===== config.mk =====
export PLATFORM = sky130hd
export DESIGN_NAME = battery_pack_supervisor_fsm_flat
export DESIGN_NICKNAME = d
export VERILOG_FILES = /design/src/sv/bps_pkg.sv /design/src/sv/bps_channels.sv /design/src/sv/battery_pack_supervisor_fsm.sv /design/src/flat_wrapper.sv
export VERILOG_INCLUDE_DIRS = /design/src /design/src/sv
export SDC_FILE = /design/constraint.sdc
export NUM_CORES = 1
export LEC_CHECK = 0
export BUFFER_PORTS_ARGS = -buffer_cell sky130_fd_sc_hd__clkbuf_2
export CAP_MARGIN = 40
export CORE_UTILIZATION = 40
export CTS_CLUSTER_SIZE = 20
export DETAILED_ROUTE_END_ITERATION = 8
export GPL_TIMING_DRIVEN = 0
export PLACE_DENSITY = 0.56
export SLEW_MARGIN = 20
export SYNTH_ARGS = -nofsm -noshare
export SYNTH_HDL_FRONTEND = slang
export SYNTH_SLANG_ARGS = --single-unit

===== constraint.sdc =====
create_clock -name clk -period 6.2 [get_ports clk]
set_input_delay 1.24 -clock clk [delete_from_list [all_inputs] [get_ports clk]]
set_output_delay 1.24 -clock clk [all_outputs]
set_load 0.03 [all_outputs]

===== src/sv/battery_pack_supervisor_fsm_macros.svh =====
// Assertion macros for the battery pack supervisor.
`ifndef BATTERY_PACK_SUPERVISOR_FSM_MACROS_SVH
`define BATTERY_PACK_SUPERVISOR_FSM_MACROS_SVH

// Same-cycle implication, quiet during reset.
`define BPS_ASSERT_NOW(label, clk, rst, ante, cons, msg) \
  label: assert property (@(posedge clk) disable iff (rst) (ante) |-> (cons)) \
    else $error(msg);

// Next-cycle implication, quiet during reset.
`define BPS_ASSERT_NEXT(label, clk, rst, ante, cons, msg) \
  label: assert property (@(posedge clk) disable iff (rst) (ante) |=> (cons)) \
    else $error(msg);

`endif


===== src/sv/bps_pkg.sv =====
// Types, constants and transition function shared by the battery pack supervisor.
package bps_pkg;

  localparam int VOLT_W     = 13;
  localparam int TEMP_W     = 12;
  localparam int LEN_W      = 6;
  localparam int EXT_W      = 14;
  localparam int WINDOW_MAX = 63;
  localparam int CNT_W      = $clog2(WINDOW_MAX + 1);
  localparam int CFG_IDX_W  = 3;

  localparam logic [VOLT_W-1:0]        VOLT_LOW_RST  = VOLT_W'(2500);
  localparam logic [VOLT_W-1:0]        VOLT_HIGH_RST = VOLT_W'(4200);
  localparam logic signed [TEMP_W-1:0] DRV_LOW_RST   = -TEMP_W'(200);
  localparam logic signed [TEMP_W-1:0] DRV_HIGH_RST  = TEMP_W'(600);
  localparam logic signed [TEMP_W-1:0] CHG_LOW_RST   = TEMP_W'(0);
  localparam logic signed [TEMP_W-1:0] CHG_HIGH_RST  = TEMP_W'(450);
  localparam logic [LEN_W-1:0]         LEN_RST       = LEN_W'(10);

  // Window idle values: min starts at top of range, max at bottom.
  localparam logic [VOLT_W-1:0]        VOLT_MIN_IDLE = '1;
  localparam logic [VOLT_W-1:0]        VOLT_MAX_IDLE = '0;
  localparam logic signed [TEMP_W-1:0] TEMP_MIN_IDLE = {1'b0, {(TEMP_W-1){1'b1}}};
  localparam logic signed [TEMP_W-1:0] TEMP_MAX_IDLE = {1'b1, {(TEMP_W-1){1'b0}}};

  localparam logic [CFG_IDX_W-1:0] CFG_VOLT_LOW  = 3'd0;
  localparam logic [CFG_IDX_W-1:0] CFG_VOLT_HIGH = 3'd1;
  localparam logic [CFG_IDX_W-1:0] CFG_DRV_LOW   = 3'd2;
  localparam logic [CFG_IDX_W-1:0] CFG_DRV_HIGH  = 3'd3;
  localparam logic [CFG_IDX_W-1:0] CFG_CHG_LOW   = 3'd4;
  localparam logic [CFG_IDX_W-1:0] CFG_CHG_HIGH  = 3'd5;
  localparam logic [CFG_IDX_W-1:0] CFG_WIN_LEN   = 3'd6;

  typedef enum logic [2:0] {
    MODE_OFF         = 3'd0,
    MODE_PRECHARGE   = 3'd1,
    MODE_ENERGIZED   = 3'd2,
    MODE_READY       = 3'd3,
    MODE_FAULT       = 3'd4,
    MODE_CHARGING    = 3'd5,
    MODE_CHG_FAULT   = 3'd6
  } mode_t;

  typedef enum logic [1:0] {
    KIND_EVENT = 2'd0,
    KIND_VOLT  = 2'd1,
    KIND_TEMP  = 2'd2
  } kind_t;

  typedef enum logic [3:0] {
    EV_START         = 4'd0,
    EV_CHARGER       = 4'd1,
    EV_PRECHARGE_OK  = 4'd2,
    EV_CHARGE_DONE   = 4'd3,
    EV_READY_REQ     = 4'd4,
    EV_EXIT_READY    = 4'd5,
    EV_SHUTDOWN      = 4'd6,
    EV_VOLT_FAULT    = 4'd7,
    EV_TEMP_FAULT    = 4'd8,
    EV_FUSE_FAULT    = 4'd9,
    EV_MISSING_READ  = 4'd10,
    EV_INTERNAL      = 4'd11,
    EV_MANUAL_RESET  = 4'd12,
    EV_NONE          = 4'd13
  } event_t;

  function automatic logic is_monitoring(mode_t m);
    return (m == MODE_PRECHARGE) || (m == MODE_ENERGIZED) ||
           (m == MODE_READY) || (m == MODE_CHARGING);
  endfunction

  function automatic logic is_fault_event(logic [3:0] ev);
    return ev inside {EV_VOLT_FAULT, EV_TEMP_FAULT, EV_FUSE_FAULT,
                      EV_MISSING_READ, EV_INTERNAL};
  endfunction

  // Mode transition table. Codes past EV_NONE change nothing.
  function automatic mode_t next_mode(mode_t m, logic [3:0] ev);
    mode_t nm;
    nm = m;
    unique case (m)
      MODE_OFF: begin
        if (ev == EV_START) nm = MODE_PRECHARGE;
        else if (ev == EV_CHARGER) nm = MODE_CHARGING;
      end
      MODE_PRECHARGE: begin
        if (ev == EV_PRECHARGE_OK) nm = MODE_ENERGIZED;
        else if (ev == EV_SHUTDOWN) nm = MODE_OFF;
        else if (is_fault_event(ev)) nm = MODE_FAULT;
      end
      MODE_ENERGIZED: begin
        if (ev == EV_READY_REQ) nm = MODE_READY;
        else if (ev == EV_SHUTDOWN) nm = MODE_OFF;
        else if (is_fault_event(ev)) nm = MODE_FAULT;
      end
      MODE_READY: begin
        if (ev == EV_SHUTDOWN) nm = MODE_OFF;
        else if (is_fault_event(ev)) nm = MODE_FAULT;
        else if (ev == EV_EXIT_READY) nm = MODE_ENERGIZED;
      end
      MODE_CHARGING: begin
        if (ev == EV_SHUTDOWN || ev == EV_CHARGE_DONE) nm = MODE_OFF;
        else if (is_fault_event(ev)) nm = MODE_CHG_FAULT;
      end
      MODE_FAULT, MODE_CHG_FAULT: begin
        if (ev == EV_MANUAL_RESET) nm = MODE_OFF;
      end
      default: nm = m;
    endcase
    return nm;
  endfunction

endpackage


===== src/sv/bps_channels.sv =====
// Handshake channel interfaces: input item, result item and config write.
interface bps_item_if import bps_pkg::*; ();
  logic                     valid;
  logic                     ready;
  logic [1:0]               kind;
  logic [3:0]               event_code;
  logic [VOLT_W-1:0]        cell_millivolts;
  logic signed [TEMP_W-1:0] cell_decidegrees;

  modport source (output valid, kind, event_code, cell_millivolts, cell_decidegrees,
                  input ready);
  modport sink   (input valid, kind, event_code, cell_millivolts, cell_decidegrees,
                  output ready);
endinterface

interface bps_result_if import bps_pkg::*; ();
  logic                    valid;
  logic                    ready;
  logic [2:0]              mode;
  logic                    monitoring;
  logic                    reading_dropped;
  logic                    window_closed;
  logic                    window_fault;
  logic signed [EXT_W-1:0] window_lowest;
  logic signed [EXT_W-1:0] window_highest;

  modport source (output valid, mode, monitoring, reading_dropped, window_closed,
                  window_fault, window_lowest, window_highest, input ready);
  modport sink   (input valid, mode, monitoring, reading_dropped, window_closed,
                  window_fault, window_lowest, window_highest, output ready);
endinterface

interface bps_cfg_if import bps_pkg::*; ();
  logic                 valid;
  logic                 ready;
  logic [CFG_IDX_W-1:0] index;
  logic [VOLT_W-1:0]    data;

  modport source (output valid, index, data, input ready);
  modport sink   (input valid, index, data, output ready);
endinterface


===== src/sv/battery_pack_supervisor_fsm.sv =====
// Battery pack supervisor: mode state machine with voltage and temperature windows.
//
//   channel  role  carries
//   -------  ----  -------------------------------------------------------------
//   item     sink  kind, event_code, cell_millivolts, cell_decidegrees
//   result   src   mode, monitoring, reading_dropped, window_closed/fault, lo/hi
//   cfg      sink  index (register number), data (write value)
//
// One item per cycle; its result appears in the result register in the cycle
// after acceptance. The mode and window registers are updated at acceptance, so
// the next item sees them at once. item.ready drops only while a result is
// held unread (result.valid high, result.ready low). rst is synchronous; no
// clearing pass. cfg is always ready and takes effect on the next item.
`include "battery_pack_supervisor_fsm_macros.svh"

module battery_pack_supervisor_fsm import bps_pkg::*; (
  input  logic       clk,
  input  logic       rst,
  bps_item_if.sink   item,
  bps_result_if.source result,
  bps_cfg_if.sink    cfg
);

  // Configuration registers
  logic [VOLT_W-1:0]        volt_low;
  logic [VOLT_W-1:0]        volt_high;
  logic signed [TEMP_W-1:0] drv_low;
  logic signed [TEMP_W-1:0] drv_high;
  logic signed [TEMP_W-1:0] chg_low;
  logic signed [TEMP_W-1:0] chg_high;
  logic [LEN_W-1:0]         win_len;

  // Supervisor state
  mode_t                    mode;
  mode_t                    mode_next;
  logic [VOLT_W-1:0]        volt_min, volt_min_next;
  logic [VOLT_W-1:0]        volt_max, volt_max_next;
  logic [CNT_W-1:0]         volt_cnt, volt_cnt_next;
  logic signed [TEMP_W-1:0] temp_min, temp_min_next;
  logic signed [TEMP_W-1:0] temp_max, temp_max_next;
  logic [CNT_W-1:0]         temp_cnt, temp_cnt_next;

  // Result register
  logic                    res_valid;
  mode_t                   res_mode, res_mode_next;
  logic                    res_mon, res_mon_next;
  logic                    res_drop, res_drop_next;
  logic                    res_closed, res_closed_next;
  logic                    res_fault, res_fault_next;
  logic signed [EXT_W-1:0] res_lo, res_lo_next;
  logic signed [EXT_W-1:0] res_hi, res_hi_next;

  logic in_ready;
  logic accept;

  // Datapath terms
  kind_t                    kind;
  logic                     mon;
  logic [CNT_W-1:0]         eff_len;
  logic [VOLT_W-1:0]        v_min_upd, v_max_upd;
  logic [CNT_W-1:0]         v_cnt_inc;
  logic                     v_close, v_breach;
  logic signed [TEMP_W-1:0] t_min_upd, t_max_upd;
  logic signed [TEMP_W-1:0] t_lim_lo, t_lim_hi;
  logic [CNT_W-1:0]         t_cnt_inc;
  logic                     t_close, t_breach;
  logic                     volt_take, temp_take;

  // Output register frees the input side whenever it is empty or being drained.
  assign in_ready     = !res_valid || result.ready;
  assign item.ready   = in_ready;
  assign accept       = item.valid && in_ready;
  assign cfg.ready    = 1'b1;

  // ---------------------------------------------------------------------------
  // Configuration writes; unknown indexes are ignored.
  always_ff @(posedge clk) begin
    if (rst) begin
      volt_low  <= VOLT_LOW_RST;
      volt_high <= VOLT_HIGH_RST;
      drv_low   <= DRV_LOW_RST;
      drv_high  <= DRV_HIGH_RST;
      chg_low   <= CHG_LOW_RST;
      chg_high  <= CHG_HIGH_RST;
      win_len   <= LEN_RST;
    end else if (cfg.valid) begin
      unique case (cfg.index)
        CFG_VOLT_LOW:  volt_low  <= cfg.data;
        CFG_VOLT_HIGH: volt_high <= cfg.data;
        CFG_DRV_LOW:   drv_low   <= cfg.data[TEMP_W-1:0];
        CFG_DRV_HIGH:  drv_high  <= cfg.data[TEMP_W-1:0];
        CFG_CHG_LOW:   chg_low   <= cfg.data[TEMP_W-1:0];
        CFG_CHG_HIGH:  chg_high  <= cfg.data[TEMP_W-1:0];
        CFG_WIN_LEN:   win_len   <= cfg.data[LEN_W-1:0];
        default: ;
      endcase
    end
  end

  // ---------------------------------------------------------------------------
  // Window datapath: min/max update, count, close and limit check.
  always_comb begin
    kind = kind_t'(item.kind);
    mon  = is_monitoring(mode);

    // Zero length acts as one; lengths past WINDOW_MAX saturate.
    if (win_len == '0)
      eff_len = CNT_W'(1);
    else if (int'(win_len) > WINDOW_MAX)
      eff_len = CNT_W'(WINDOW_MAX);
    else
      eff_len = CNT_W'(win_len);

    v_min_upd = (item.cell_millivolts < volt_min) ? item.cell_millivolts : volt_min;
    v_max_upd = (item.cell_millivolts > volt_max) ? item.cell_millivolts : volt_max;
    v_cnt_inc = volt_cnt + CNT_W'(1);
    v_close   = v_cnt_inc >= eff_len;
    v_breach  = (v_min_upd < volt_low) || (v_max_upd > volt_high);

    t_min_upd = (item.cell_decidegrees < temp_min) ? item.cell_decidegrees : temp_min;
    t_max_upd = (item.cell_decidegrees > temp_max) ? item.cell_decidegrees : temp_max;
    t_cnt_inc = temp_cnt + CNT_W'(1);
    t_close   = t_cnt_inc >= eff_len;
    // Charging has its own temperature limits.
    t_lim_lo  = (mode == MODE_CHARGING) ? chg_low  : drv_low;
    t_lim_hi  = (mode == MODE_CHARGING) ? chg_high : drv_high;
    t_breach  = (t_min_upd < t_lim_lo) || (t_max_upd > t_lim_hi);

    volt_take = (kind == KIND_VOLT) && mon;
    temp_take = (kind == KIND_TEMP) && mon;
  end

  // ---------------------------------------------------------------------------
  // Next state: mode and windows.
  always_comb begin
    mode_next     = mode;
    volt_min_next = volt_min;
    volt_max_next = volt_max;
    volt_cnt_next = volt_cnt;
    temp_min_next = temp_min;
    temp_max_next = temp_max;
    temp_cnt_next = temp_cnt;

    case (kind)
      KIND_EVENT: mode_next = next_mode(mode, item.event_code);
      KIND_VOLT: begin
        if (volt_take) begin
          if (v_close) begin
            if (v_breach) mode_next = next_mode(mode, EV_VOLT_FAULT);
            volt_min_next = VOLT_MIN_IDLE;
            volt_max_next = VOLT_MAX_IDLE;
            volt_cnt_next = '0;
          end else begin
            volt_min_next = v_min_upd;
            volt_max_next = v_max_upd;
            volt_cnt_next = v_cnt_inc;
          end
        end
      end
      KIND_TEMP: begin
        if (temp_take) begin
          if (t_close) begin
            if (t_breach) mode_next = next_mode(mode, EV_TEMP_FAULT);
            temp_min_next = TEMP_MIN_IDLE;
            temp_max_next = TEMP_MAX_IDLE;
            temp_cnt_next = '0;
          end else begin
            temp_min_next = t_min_upd;
            temp_max_next = t_max_upd;
            temp_cnt_next = t_cnt_inc;
          end
        end
      end
      default: ;
    endcase
  end

  // ---------------------------------------------------------------------------
  // Result fields for the item being accepted.
  always_comb begin
    res_mode_next   = mode_next;
    res_mon_next    = is_monitoring(mode_next);
    res_drop_next   = ((kind == KIND_VOLT) || (kind == KIND_TEMP)) && !mon;
    res_closed_next = 1'b0;
    res_fault_next  = 1'b0;
    res_lo_next     = '0;
    res_hi_next     = '0;
    if (volt_take && v_close) begin
      res_closed_next = 1'b1;
      res_fault_next  = v_breach;
      res_lo_next     = EXT_W'(v_min_upd);
      res_hi_next     = EXT_W'(v_max_upd);
    end else if (temp_take && t_close) begin
      res_closed_next = 1'b1;
      res_fault_next  = t_breach;
      res_lo_next     = EXT_W'(t_min_upd);
      res_hi_next     = EXT_W'(t_max_upd);
    end
  end

  // ---------------------------------------------------------------------------
  always_ff @(posedge clk) begin
    if (rst) begin
      mode     <= MODE_OFF;
      volt_min <= VOLT_MIN_IDLE;
      volt_max <= VOLT_MAX_IDLE;
      volt_cnt <= '0;
      temp_min <= TEMP_MIN_IDLE;
      temp_max <= TEMP_MAX_IDLE;
      temp_cnt <= '0;
      res_valid <= 1'b0;
    end else begin
      if (accept) begin
        mode     <= mode_next;
        volt_min <= volt_min_next;
        volt_max <= volt_max_next;
        volt_cnt <= volt_cnt_next;
        temp_min <= temp_min_next;
        temp_max <= temp_max_next;
        temp_cnt <= temp_cnt_next;
        res_valid <= 1'b1;
      end else if (result.ready) begin
        res_valid <= 1'b0;
      end
    end
  end

  // Result payload, loaded only on acceptance.
  always_ff @(posedge clk) begin
    if (accept) begin
      res_mode   <= res_mode_next;
      res_mon    <= res_mon_next;
      res_drop   <= res_drop_next;
      res_closed <= res_closed_next;
      res_fault  <= res_fault_next;
      res_lo     <= res_lo_next;
      res_hi     <= res_hi_next;
    end
  end

  assign result.valid           = res_valid;
  assign result.mode            = res_mode;
  assign result.monitoring      = res_mon;
  assign result.reading_dropped = res_drop;
  assign result.window_closed   = res_closed;
  assign result.window_fault    = res_fault;
  assign result.window_lowest   = res_lo;
  assign result.window_highest  = res_hi;

  // ---------------------------------------------------------------------------
  `BPS_ASSERT_NOW(a_fault_needs_close, clk, rst,
    result.valid && result.window_fault, result.window_closed,
    "window fault without a closed window")
  `BPS_ASSERT_NOW(a_drop_no_close, clk, rst,
    result.valid && result.reading_dropped, !result.window_closed,
    "dropped reading closed a window")
  `BPS_ASSERT_NOW(a_fault_mode, clk, rst,
    result.valid && result.window_fault,
    result.mode == MODE_FAULT || result.mode == MODE_CHG_FAULT,
    "window fault left mode outside a fault state")
  `BPS_ASSERT_NOW(a_stall_blocks_input, clk, rst,
    result.valid && !result.ready, !item.ready,
    "item taken while result held")
  `BPS_ASSERT_NOW(a_count_bound, clk, rst,
    1'b1, int'(volt_cnt) < WINDOW_MAX && int'(temp_cnt) < WINDOW_MAX,
    "window count reached its maximum without closing")

endmodule


===== src/flat_wrapper.sv =====
// flat-port wrapper written by rule: the top's interface ports become plain ports
module battery_pack_supervisor_fsm_flat import bps_pkg::*;
  (clk, rst, item_valid, item_kind, item_event_code, item_cell_millivolts, item_cell_decidegrees, item_ready, result_valid, result_mode, result_monitoring, result_reading_dropped, result_window_closed, result_window_fault, result_window_lowest, result_window_highest, result_ready, cfg_valid, cfg_index, cfg_data, cfg_ready);
  bps_item_if item_i ();
  bps_result_if result_i ();
  bps_cfg_if cfg_i ();
  input  logic clk;
  input  logic rst;
  input wire logic [$bits(item_i.valid)-1:0] item_valid;
  input wire logic [$bits(item_i.kind)-1:0] item_kind;
  input wire logic [$bits(item_i.event_code)-1:0] item_event_code;
  input wire logic [$bits(item_i.cell_millivolts)-1:0] item_cell_millivolts;
  input wire logic [$bits(item_i.cell_decidegrees)-1:0] item_cell_decidegrees;
  output wire logic [$bits(item_i.ready)-1:0] item_ready;
  output wire logic [$bits(result_i.valid)-1:0] result_valid;
  output wire logic [$bits(result_i.mode)-1:0] result_mode;
  output wire logic [$bits(result_i.monitoring)-1:0] result_monitoring;
  output wire logic [$bits(result_i.reading_dropped)-1:0] result_reading_dropped;
  output wire logic [$bits(result_i.window_closed)-1:0] result_window_closed;
  output wire logic [$bits(result_i.window_fault)-1:0] result_window_fault;
  output wire logic [$bits(result_i.window_lowest)-1:0] result_window_lowest;
  output wire logic [$bits(result_i.window_highest)-1:0] result_window_highest;
  input wire logic [$bits(result_i.ready)-1:0] result_ready;
  input wire logic [$bits(cfg_i.valid)-1:0] cfg_valid;
  input wire logic [$bits(cfg_i.index)-1:0] cfg_index;
  input wire logic [$bits(cfg_i.data)-1:0] cfg_data;
  output wire logic [$bits(cfg_i.ready)-1:0] cfg_ready;
  assign item_i.valid = item_valid;
  assign item_i.kind = item_kind;
  assign item_i.event_code = item_event_code;
  assign item_i.cell_millivolts = item_cell_millivolts;
  assign item_i.cell_decidegrees = item_cell_decidegrees;
  assign item_ready = item_i.ready;
  assign result_valid = result_i.valid;
  assign result_mode = result_i.mode;
  assign result_monitoring = result_i.monitoring;
  assign result_reading_dropped = result_i.reading_dropped;
  assign result_window_closed = result_i.window_closed;
  assign result_window_fault = result_i.window_fault;
  assign result_window_lowest = result_i.window_lowest;
  assign result_window_highest = result_i.window_highest;
  assign result_i.ready = result_ready;
  assign cfg_i.valid = cfg_valid;
  assign cfg_i.index = cfg_index;
  assign cfg_i.data = cfg_data;
  assign cfg_ready = cfg_i.ready;
  battery_pack_supervisor_fsm u_core (.clk(clk), .rst(rst), .item(item_i), .result(result_i), .cfg(cfg_i));
endmodule

==> results of run 1 <==
power groups by stage:
stage / logic [W] / registers (W) / clock network [W]
2_1_floorplan: 0.000203 / 0.00128 / 0
3_3_place_gp: 0.000355 / 0.00126 / 0
3_5_place_dp: 0.000363 / 0.00126 / 0
4_1_cts: 0.000365 / 0.00123 / 0.00109
5_1_grt: 0.000404 / 0.00124 / 0.00114
6_report: 0.000367 / 0.00123 / 0.00108
logic make-up (layout without fill, tap and decap cells):
| family | Yosys count | in the layout |
|---|---|---|
| buf+inv | 149 | 271 |
| mux | 94 | 94 |
| simple gates | 355 | 355 |
| flops | 181 | 181 |
| fa+ha+maj | 114 | 114 |
| compound gates | 289 | 289 |
| xor+xnor | 9 | 9 |
| other cells | 1 | 1 |
sequential cells by signal, indices dropped and copies added (netlist names), 3 cells and up:
signal and cells:
u_core.temp_cnt 6, u_core.volt_min 13, u_core.result.mode 3, u_core.result.window_lowest 14, u_core.chg_low 12, u_core.volt_high 13, u_core.temp_min 12, u_core.win_len 6
u_core.mode 3, u_core.chg_high 12, u_core.volt_max 13, u_core.volt_cnt 6, u_core.result.window_highest 14, u_core.volt_low 13, u_core.temp_max 12, u_core.drv_high 12
u_core.drv_low 12
area by class of cell:
| cell class | instances | area, um^2 |
|---|---|---|
| Buffer | 54 | 219 |
| Clock buffer | 22 | 484 |
| Clock inverter | 10 | 90.1 |
| Fill cell | 2603 | 13900 |
| Inverter | 95 | 357 |
| Multi-Input combinational cell | 862 | 6070 |
| Sequential cell | 181 | 3970 |
| Tap cell | 335 | 419 |
| Timing Repair Buffer | 90 | 473 |
layer usage:
layer / up-vias / share of wire / global-route usage
li1: 4506 / - / -
met4: 0 / 0.030 / 0.0930
met1: 4347 / 0.48 / 0.331
met2: 247 / 0.44 / 0.371
met5: - / 0 / 0
met3: 44 / 0.046 / 0.0309
worst max-delay path, cell delays in order:
cell and delay, ns:
clkbuf_2 0.14, ha_1 0.37, nand4_1 0.13, or2_2 0.32, o21a_1 0.21, nor2_1 0.28, clkbuf_2 0.33, mux2_2 0.43
ha_1 0.32, a211oi_1 0.26, o21a_1 0.16, o211ai_1 0.14, or4_4 0.56, a211oi_2 0.32, a211oi_4 0.11, nor4b_4 0.16
a211oi_2 0.30, mux2_1 0.35
cell usage in the layout (no fill, tap or decap), types with 11 or more instances in the layout:
cell type,synthesis,final
nand2_1,194,194
dfxtp_1,146,146
ha_1,114,114
a21oi_1,100,99
inv_1,94,94
clkbuf_2,0,91
nor2_1,50,50
mux2i_1,49,48
clkbuf_1,49,47
mux2_2,44,44
nand3_1,36,36
edfxtp_1,35,35
a22o_1,33,33
o22ai_1,27,27
o21ai_0,27,26
clkbuf_16,0,17
o211ai_1,16,16
nor2b_1,14,14
o21a_1,13,13
nor3_1,12,12
a21o_1,11,11
a32o_1,11,11
through the flow:
step	hold slack [ns]	setup WS [ns]	cell area [um^2]	std cells	power, W
floorplan	0.433	0.491	10600	1192	0.00149
global placement	0.441	-0.579	11400	1614	0.00162
CTS	0.456	0.0839	12100	1648	0.00269
detailed placement	0.446	-0.556	11500	1616	0.00162
global route	0.472	0.0189	12100	1649	0.00278
finish	0.454	0.247	12100	1649	0.00268
worst min-delay path by stage:
stage	start	endpoint	slack [ns]	depth (start not counted)
6_report	u_core.chg_high[4]	u_core.chg_high[4]	0.45	2
3_3_place_gp	u_core.chg_low[9]	u_core.chg_low[9]	0.44	2
5_1_grt	u_core.volt_high[2]	u_core.volt_high[2]	0.47	2
3_5_place_dp	u_core.chg_low[9]	u_core.chg_low[9]	0.45	2
4_1_cts	u_core.chg_low[9]	u_core.chg_low[9]	0.46	2
2_1_floorplan	u_core.drv_high[0]	u_core.drv_high[0]	0.43	2
repair_timing:
item	in CTS	in global routing
resized for setup	3	5
setup buffers	0	0
pin swaps	0	0
hold buffers	0	0
endpoints found under the setup margin	1	2
==> impl_metrics.ini, run 1 <==
[run_status]
status = finished, final reports clean

[grt]
grt_max_degree = 24
grt-ovfl-total = 0
grt_pass1_vias = 8417
grt_pass1_wl_um = 47900
grt.total_usage = 0.238
antenna_found_initial = 0

[run]
max_cap_viol_count = 0

[power]
p_seq_frac = 0.460
vdd_ir_drop_max_mv = 0.176
clkPwrFrac = 0.403
p_comb_frac = 0.137
p_sw_w = 0.000762
cellLeakagePower_nw = 5.30
p_per_area_nw_per_um2 = 222
power.internal_w = 0.00192
swShare = 0.284

[cts]
cts.clk_slew.worst_paths_ns = 0.07
cts_max_path_buffers = 2
cts_sinks = 181
clkLatencyLatePin_ns = 0.44
htreeDepth = 4
cts_root_buffer = clkbuf_16
tritoncts = built
numCtsBuffers = 17

[drt]
drc = 0
first_pass_iters = 5
routedWlPerCell_um = 19.1
drt_iter0_markers = 663
finalWirelength_um = 31500
ant_nets = 0
via_per_inst = 5.55
vias = 9144

[cells_and_area]
postLayoutCoreUtil = 0.465
drive_gt1_frac = 0.144
nets = 1467
antenna_cells = 0
syn_to_final_growth_pct = 14.1

[sta]
finalCritPeriodShare = 0.960
maxSlewHeadroom = 0.410
worstMarginPinSlew_ns = 0.885
rsz0062_at_grt = no
tns_ns = 0
fmax_mhz = 168
setup_viol = 0
hold_viol_final = 0
skew_ns = 0.00848
report.final.slew_viol_count = 0
finalCriticalPeriod_ns = 5.95

[yosys]
synth_top_family_by_area = compound AO/OA/AOI/OAI gates
synth_area_per_cell_um2 = 8.89
synth-seq-area-share = 0.375
synth_edf_count = 35
synthTopCellsByCount = nand2_1, dfxtp_1, ha_1
syn-instance-count = 1192
synth-compound-area-share = 0.184
synth_most_common_cell = nand2_1
synth_simple_gate_area_frac = 0.150
synth_top_area_share = 0.276
ys_top_cells_by_area = dfxtp_1, ha_1, edfxtp_1, nand2_1, a21oi_1
synth_ff_type = dfxtp_1
synth_cell_type_count = 70
postSynth.asyncResetShare = 0
synth_fa_ha_area_frac = 0.135
synth_top_cell_by_area = dfxtp_1
synth_nets = 1358
netlist_area_um2 = 10600
muxShareOfSynthArea = 0.0941
ys_seq_elements = 181
synth-xor-area-share = 0.00744
synth_warnings = 0

[critical_path]
critPathLaunch = item_cell_decidegrees[11]
setup.worst_path.end = u_core.result.monitoring
reg2reg_to = u_core.result.monitoring
endpoint_kind = register
r2r_start = u_core.temp_min[11]
crit_path_start_kind = input port
r2r_slack_ns = 0.80
worstSetupPathType = in2reg
rr_worst_depth = 18
crit_arrival_ns = 6.14
worstPathMaxFanout = 10
crit_required_ns = 6.39

[floorplanning]
start_util = 0.408
core-area_um2 = 26000
die_area_um2 = 27100
die_h_um = 165
placementRows = 59
dieWidth_um = 165
num_io_pins = 90

[placement]
dp_hpwl_um = 24300
numPortBuffers = 87
gp_congestion = 0.926

[min_path]
hold_class = reg2reg
Power figures use the tool's default switching activity.
==> run 2, diff against run 1 <==
- CTS_BUF_LIST: not set -> sky130_fd_sc_hd__clkbuf_4
==> run 2 against run 1 <==
Routed wire length is essentially flat. Cell count did not move. Clock power fell by 42%. Global-route usage down 0.051 points. Sequential power barely moved. Non-clock buffer count fell by 1. Via count decreased by 0.36%. Power down 17%. Largest cell class unchanged. Largest power group unchanged.
==> impl_metrics.ini, run 2 (synthesized netlist as in run 1, its figures left out) <==
[drt]
first_pass_iters = 5
routedWlPerCell_um = 19.1
via_per_inst = 5.53
ant_nets = 0
drt_iter0_markers = 777
finalWirelength_um = 31500
vias = 9111
drc = 0

[critical_path]
rr_worst_depth = 18
cp_cell_sequence = clkbuf_2 -> ha_1 -> nand4_1 -> or2_2 -> o21a_1 -> nor2_1 -> clkbuf_2 -> mux2_2 -> ha_1 -> a211oi_1 -> o21a_1 -> o211ai_1 -> or4_4 -> nor4_1 -> a211oi_2 -> nor4b_4 -> a211oi_2 -> mux2_1
crit_required_ns = 6.57
crit_buf_inv = 2
cp_top_family = simple AND/OR/NAND/NOR gates
reg2reg_to = u_core.result.monitoring
crit_path_start_kind = input port
crit_arrival_ns = 6.27
worstSetupPathType = in2reg
r2r_slack_ns = 0.65
setup.worst_path.end = u_core.result.monitoring
critPathLaunch = item_cell_decidegrees[11]
endpoint_kind = register
cp_slowest_cell = or4_4
path_depth = 18
worstPathMaxFanout = 10
cp_slowest_stage_delay_ns = 0.55
r2r_start = u_core.temp_min[11]

[cells_and_area]
final_area_um2 = 11700
nets = 1466
drive_gt1_frac = 0.142
layout_common_cells = nand2_1, dfxtp_1, ha_1, a21oi_1, inv_1
syn_to_final_growth_pct = 10.9
postLayoutCoreUtil = 0.452
final_common_cell = nand2_1

[floorplanning]
core-area_um2 = 26000
start_util = 0.408
num_io_pins = 90
dieWidth_um = 165
die_area_um2 = 27100
die_h_um = 165
placementRows = 59

[placement]
post_dp_cell_area_um2 = 11500
dp_hpwl_um = 24300
numPortBuffers = 87
gp_congestion = 0.926

[sta]
finalCritPeriodShare = 0.951
worstMarginPinSlew_ns = 0.881
finalCriticalPeriod_ns = 5.89
whs_ns = 0.465
rsz0062_at_grt = no
fmax_mhz = 170
hold_viol_final = 0
setup_viol = 0
skew_ns = 0.0248
report.final.slew_viol_count = 0
maxSlewHeadroom = 0.408

[cts]
ctsHoldBuffers = 0
numCtsBuffers = 17
post_cts_buffers = 0
cts_root_buffer = clkbuf_4
cts_resized = 0
tritoncts = built
cts_sinks = 181
cts_max_path_buffers = 2
htreeDepth = 4
clkLatencyLatePin_ns = 0.62
cts.clk_slew.worst_paths_ns = 0.15

[grt]
grt_pass1_wl_um = 47800
grt-ovfl-total = 0
antenna_found_initial = 1
grt.total_usage = 0.237
grt_max_degree = 24
grt_pass1_vias = 8375

[run_status]
status = finished, final reports clean

[min_path]
hold_class = reg2reg

[power]
vdd_ir_drop_max_mv = 0.0791
p_per_area_nw_per_um2 = 190
cellLeakagePower_nw = 5.15

[run]
max_cap_viol_count = 0
[run 2: layer usage]
layer  global-route usage  up-vias  share of wire
met5                    0        -              0
met4               0.0688        0          0.020
met3               0.0306       35          0.050
met2                0.378      260           0.45
met1                0.334     4309           0.48
li1                     -     4507              -
[run 2: power by group]
group,internal (W),total [W],leakage (nW),switching (W)
Sequential,0.00122,0.00124,1.54,0.0000106
Combinational,0.000128,0.000367,3.48,0.000239
Clock,0.000169,0.000628,0.132,0.000460
[run 2: cell type report]
cell class	instances	area (um^2)
diodes	1	2.50
fillers	2647	14200
inverters	95	357
well taps	335	419
plain buffers	54	219
multi-input cells	862	6060
clock buffers	18	135
flip-flops and latches	181	3970
repair buffers	89	468
clock inverters	14	105
[run 2: worst register-to-register path: stages (launching register included)]
cell      delay, ns
dfxtp_1        0.41
inv_1          0.06
ha_1           0.35
nand4_1        0.13
or2_2          0.32
o21a_1         0.20
nor2_1         0.28
clkbuf_2       0.34
mux2_2         0.44
ha_1           0.35
a211oi_1       0.25
o21a_1         0.16
o211ai_1       0.14
or4_4          0.55
nor4_1         0.34
a211oi_2       0.15
nor4b_4        0.21
a211oi_2       0.29
mux2_1         0.35
[run 2: how the worst min path moves through the flow]
stage                             start                  end  slack (ns)  cells after the start
floorplan            u_core.drv_high[0]   u_core.drv_high[0]        0.43                      2
global placement      u_core.chg_low[9]    u_core.chg_low[9]        0.44                      2
detailed placement    u_core.chg_low[9]    u_core.chg_low[9]        0.45                      2
CTS                  u_core.chg_high[4]   u_core.chg_high[4]        0.47                      2
global route        u_core.volt_high[2]  u_core.volt_high[2]        0.48                      2
finish                u_core.chg_low[9]    u_core.chg_low[9]        0.47                      2
[run 2: per-stage QoR]
stage                     std cells  power, W  worst slack, ns  setup TNS [ns]
after CTS                      1648   0.00224           0.0606               0
after global routing           1649   0.00233            0.119               0
after floorplan                1192   0.00149            0.491               0
after global placement         1614   0.00162           -0.579           -1.05
final                          1649   0.00223            0.305               0
after detailed placement       1616   0.00162           -0.556           -1.24
